## src/design/swrm_pkg.sv

```systemverilog
`timescale 1ns / 1ps
// swrm_pkg: field widths, constants and the sample record shared by the
// sliding window rate meter modules. No dependencies.

package swrm_pkg;

	localparam int TIME_W     = 40;
	localparam int BYTES_W    = 48;
	localparam int TOTAL_W    = 49;
	localparam int RECV_W     = 49;
	localparam int SIZE_W     = 50;
	localparam int RATE_W     = 31;
	localparam int RESUME_W   = 48;
	localparam int WIN_W      = 20;
	localparam int CFG_IDX_W  = 2;
	localparam int CFG_DATA_W = 48;

	// bytes * 1000 fits in 58 bits
	localparam int PROD_W     = 58;
	localparam int MS_PER_S   = 1000;
	localparam int WINDOW_RESET = 5000;

	localparam logic [RATE_W-1:0] RATE_MAX = {RATE_W{1'b1}};

	typedef enum logic [CFG_IDX_W-1:0] {
		REG_RESUME   = 2'd0,
		REG_WINDOW   = 2'd1,
		REG_SUPPRESS = 2'd2
	} cfg_reg_t;

	typedef struct packed {
		logic [TIME_W-1:0]  stamp;
		logic [BYTES_W-1:0] bytes;
	} sample_t;

endpackage

```

## src/design/swrm_div.sv

```systemverilog
`timescale 1ns / 1ps
// swrm_div: restoring divider, one quotient bit per cycle, with the
// quotient saturated to the rate width and zero for a zero divisor.
// Depends on swrm_pkg.

module swrm_div import swrm_pkg::*; (
	input  logic               clk,
	input  logic               arst_n,
	input  logic               start,
	input  logic [PROD_W-1:0]  dividend,
	input  logic [TIME_W-1:0]  divisor,
	output logic               done,
	output logic [RATE_W-1:0]  quotient
);

	localparam int DSH_W = TIME_W + RATE_W;
	localparam int CNT_W = $clog2(RATE_W);

	typedef enum logic [2:0] {
		D_IDLE  = 3'b001,
		D_CHECK = 3'b010,
		D_RUN   = 3'b100
	} div_state_t;

	div_state_t          state_q;
	logic                done_q;
	logic [CNT_W-1:0]    cnt_q;
	logic [PROD_W-1:0]   rem_q;
	logic [DSH_W-1:0]    dsh_q;
	logic [RATE_W-1:0]   quo_q;
	logic                fits;

	assign fits = DSH_W'(rem_q) >= dsh_q;

	always_ff @(posedge clk or negedge arst_n) begin
		if (!arst_n) begin
			state_q <= D_IDLE;
			done_q  <= 1'b0;
			cnt_q   <= '0;
		end else begin
			done_q <= 1'b0;
			unique case (state_q)
				D_IDLE: begin
					if (start) begin
						state_q <= D_CHECK;
					end
				end
				D_CHECK: begin
					if (dsh_q == '0 || fits) begin
						done_q  <= 1'b1;
						state_q <= D_IDLE;
					end else begin
						cnt_q   <= CNT_W'(RATE_W - 1);
						state_q <= D_RUN;
					end
				end
				D_RUN: begin
					cnt_q <= cnt_q - 1'b1;
					if (cnt_q == '0) begin
						done_q  <= 1'b1;
						state_q <= D_IDLE;
					end
				end
				default: state_q <= D_IDLE;
			endcase
		end
	end

	always_ff @(posedge clk) begin
		unique case (state_q)
			D_IDLE: begin
				if (start) begin
					rem_q <= dividend;
					dsh_q <= DSH_W'(divisor) << RATE_W;
				end
			end
			D_CHECK: begin
				if (dsh_q == '0) begin
					quo_q <= '0;
				end else if (fits) begin
					quo_q <= RATE_MAX;
				end else begin
					quo_q <= '0;
					dsh_q <= dsh_q >> 1;
				end
			end
			D_RUN: begin
				if (fits) begin
					rem_q <= rem_q - dsh_q[PROD_W-1:0];
				end
				quo_q <= {quo_q[RATE_W-2:0], fits};
				dsh_q <= dsh_q >> 1;
			end
			default: ;
		endcase
	end

	assign done     = done_q;
	assign quotient = quo_q;

endmodule

```

## config.mk

```make
export PLATFORM = sky130hd
export DESIGN_NAME = swrm_div
export DESIGN_NICKNAME = d
export VERILOG_FILES = /design/src/design/swrm_pkg.sv /design/src/design/swrm_div.sv
export SDC_FILE = /design/constraint.sdc
export NUM_CORES = 1
export LEC_CHECK = 0
export ABC_AREA = 1
export BUFFER_PORTS_ARGS = -buffer_cell sky130_fd_sc_hd__buf_2
export CORE_MARGIN = 5
export CORE_UTILIZATION = 30
export DETAILED_ROUTE_END_ITERATION = 8
export GPL_TIMING_DRIVEN = 0
export PLACE_DENSITY = 0.43
export RECOVER_POWER = 50
export SYNTH_ARGS = -nofsm -noshare
export SYNTH_HDL_FRONTEND = slang
export SYNTH_SLANG_ARGS = --single-unit
```

## constraint.sdc

```tcl
create_clock -name clk -period 11.8 [get_ports clk]
set_clock_uncertainty 0.2 [all_clocks]
set_input_delay 2.36 -clock clk [delete_from_list [all_inputs] [get_ports clk]]
set_output_delay 2.36 -clock clk [all_outputs]
set_load 0.01 [all_outputs]
```

==> results.json <==
{
  "status": "complete, but fails checks",
  "violations": "capacitance limit, slew limit",
  "drcViolationCount": 0,
  "place_congestion": 0.930,
  "cts_sinks": 169,
  "hold_slack_ps": 275,
  "max_cap_violations": 1,
  "cts_root_buffer": "clkbuf_16",
  "wl_um": 41600,
  "slew_headroom": -0.451,
  "cp-start-kind": "flop",
  "clk_pin_slew_ps": 70,
  "maxSlewViolCount": 41,
  "yosys_warnings": 0,
  "grt_pass1_wl_um": 63900,
  "synth_top_cell_by_area": "edfxtp_1",
  "drt-initial-drc-count": 669,
  "final_antenna_net_count": 0,
  "r2r_start": "dsh_q[38]",
  "power-per-cell-area_nw_per_um2": 330,
  "initial_core_util": 0.303,
  "clk_latency_ps": 460,
  "synth_top_area_share": 0.410,
  "coreArea_sq_um": 38600,
  "fp.dieH_um": 208,
  "synth_area_leaders": "edfxtp_1 41%, nand2_1 15%, inv_1 6.5%",
  "gr-total-overflow": 0,
  "syn_inst": 1570,
  "via_per_inst": 4.78,
  "synth_cell_types": 41,
  "syn_nets": 1731,
  "fmaxAchievable_mhz": 240,
  "synth.avg_cell_area_sq_um": 7.47,
  "synthToLayoutAreaGrowth_pct": 16.5,
  "antenna_found_initial": 2,
  "cp_max_fo": 30,
  "final_util": 0.353,
  "ff2ff_path_depth": 14,
  "grtUsageTotal": 0.192,
  "avgRoutedWirePerCell_um": 18.4,
  "cts_tree": "built",
  "cts_buffer_depth": 2,
  "cts_hold_buffers": 0,
  "timing.final.crit_share": 0.353,
  "criticalPathCategory": "flop to flop",
  "worst_pin_slew_ps": 2180,
  "vdd_drop_max_uv": 124,
  "hp-class": "flop to flop",
  "cp.required_ps": 11750,
  "cts_setup_buffers": 0,
  "cp-end-kind": "flop",
  "grt_setup_unrepaired": "no",
  "cts_resized": 0,
  "ys_ff_latch": 169,
  "first_pass_iters": 5,
  "crit_arrival_ps": 4110,
  "rows": 72,
  "setup_tns_ps": 0,
  "grt_max_degree": 41,
  "min-delay-start": "cnt_q[1]",
  "setup_violations": 0,
  "num_antenna_cells": 0,
  "fin_nets": 1886,
  "dp.final_hpwl_um": 34400,
  "die_x_um": 208,
  "first_global_vias": 10900,
  "cts_inserted_buffers": 17,
  "hold_viol": 0,
  "drive_gt1_frac": 0.122,
  "ys_seq_area_frac": 0.429,
  "hold_depth": 2,
  "die-area_sq_um": 43100,
  "reg2reg_slack_ps": 7640,
  "min_to": "cnt_q[1]",
  "cellLeakagePower_nw": 6.19,
  "vias": 10800,
  "fill_cells": 4219,
  "ios": 133,
  "io_buffers": 132,
  "min_period_ps": 4160,
  "netlist_area_sq_um": 11700,
  "regToRegEndpoint": "dsh_q[30]",
  "cts.htree.levels": 4
}
-- cells by family (layout without fill, tap and decap cells) --
kind of cell             Yosys count  count (layout)  share of synthesized area
buffers and inverters            239             406                     0.0788
AND/OR/NAND/NOR                  860             860                      0.311
flip-flops                       169             169                      0.429
adder cells (fa/ha/maj)           60              60                     0.0647
AO/OA/AOI/OAI                    227             227                      0.105
XOR/XNOR                          15              15                     0.0112
-- layout make-up --
class	count	area, sq um	share of cell area
Buffer	31	124	0.00907
Clock buffer	17	425	0.0311
Clock inverter	14	146	0.0107
Inverter	208	781	0.0572
Multi-Input combinational cell	1162	5760	0.422
Sequential cell	169	5030	0.368
Tap cell	518	648	0.0475
Timing Repair Buffer	136	738	0.0541
-- synthesized netlist by cell type --
cell	n
fa_1	1
nand4_1	24
a21oi_1	84
nor2_4	1
xnor2_1	12
o21bai_1	17
a21o_1	6
or2_2	9
dfstp_2	1
nand3_4	1
o21ai_1	7
xor2_1	3
nand2_2	17
a21boi_0	3
nand3_1	91
edfxtp_1	160
nand3_2	2
o211ai_2	1
buf_2	3
ha_1	59
and3_1	1
inv_2	4
o21ai_2	2
o211ai_1	2
buf_6	3
a21boi_1	1
nand3b_1	14
nor3_1	17
inv_1	204
dfrtp_1	8
buf_1	4
nor4_1	10
nor2_1	174
o21ai_0	101
and2_1	3
clkbuf_1	21
nor3_2	3
nand2_1	484
a31oi_1	2
o31ai_1	1
nor2_2	9
-- routing by layer --
metal,vias up,part of all wire,track usage
li1,5482,-,-
met2,221,0.46,0.320
met1,5053,0.48,0.261
met3,30,0.044,0.0323
met4,0,0.015,0.0505
met5,-,0,0
-- per-stage QoR --
step                setup WS, ps  cells  total power [W]  cell area [sq um]
global placement            3690   2220          0.00393              13000
finish                      7640   2255          0.00450              13700
detailed placement          7890   2224          0.00394              13100
global route                7150   2255          0.00490              13700
CTS                         7870   2255          0.00453              13700
floorplan                   5710   1570          0.00301              11700
-- cells in the final DEF, fill, tap and decap left out, drive strengths merged --
cell,count
and3,1
a21oi,84
nor3,20
o21bai,17
edfxtp,160
o31ai,1
clkinvlp,1
and2,3
o211ai,3
nand4,24
ha,59
nand3,94
dfstp,1
bufinv,1
xor2,3
a21boi,4
clkinv,2
dfrtp,8
nand2,501
or2,9
clkbuf,49
nand3b,14
buf,135
xnor2,12
nor2,184
a31oi,2
fa,1
a21o,6
o21ai,110
nor4,10
inv,218
-- worst max path at each step --
stage | start | to | slack, ps | cells past startpoint
2_1_floorplan | start | dsh_q[0] | 5710 | 2
3_3_place_gp | dsh_q[36] | dsh_q[31] | 3690 | 13
3_5_place_dp | dsh_q[38] | dsh_q[30] | 7890 | 14
4_1_cts | dsh_q[38] | dsh_q[30] | 7870 | 14
5_1_grt | state_q[1] | cnt_q[4] | 7150 | 6
6_report | dsh_q[38] | dsh_q[30] | 7640 | 14
-- worst max-delay path: stages (launching register included) --
cell and delay, ps:
edfxtp_1 380, inv_1 130, ha_1 290, nand2_1 150, inv_1 50, a21oi_1 320, nand2_1 120, a21oi_1 220
nand3_1 420, nand2_1 270, nand3_2 120, nand2_1 230, o21ai_1 160, nor2_4 460, buf_12 270
-- power breakdown --
part	switching [W]	internal [W]
Sequential	0.000117	0.00103
Combinational	0.00194	0.000839
Clock	0.000272	0.000298
Total	0.00233	0.00217
-- state kept, by name, summed over array words and instances, names as in the netlist --
name	flops
cnt_q	5
done	1
dsh_q	71
quotient	31
rem_q	58
state_q	3
Note: power is estimated with default switching activity, not from simulation.
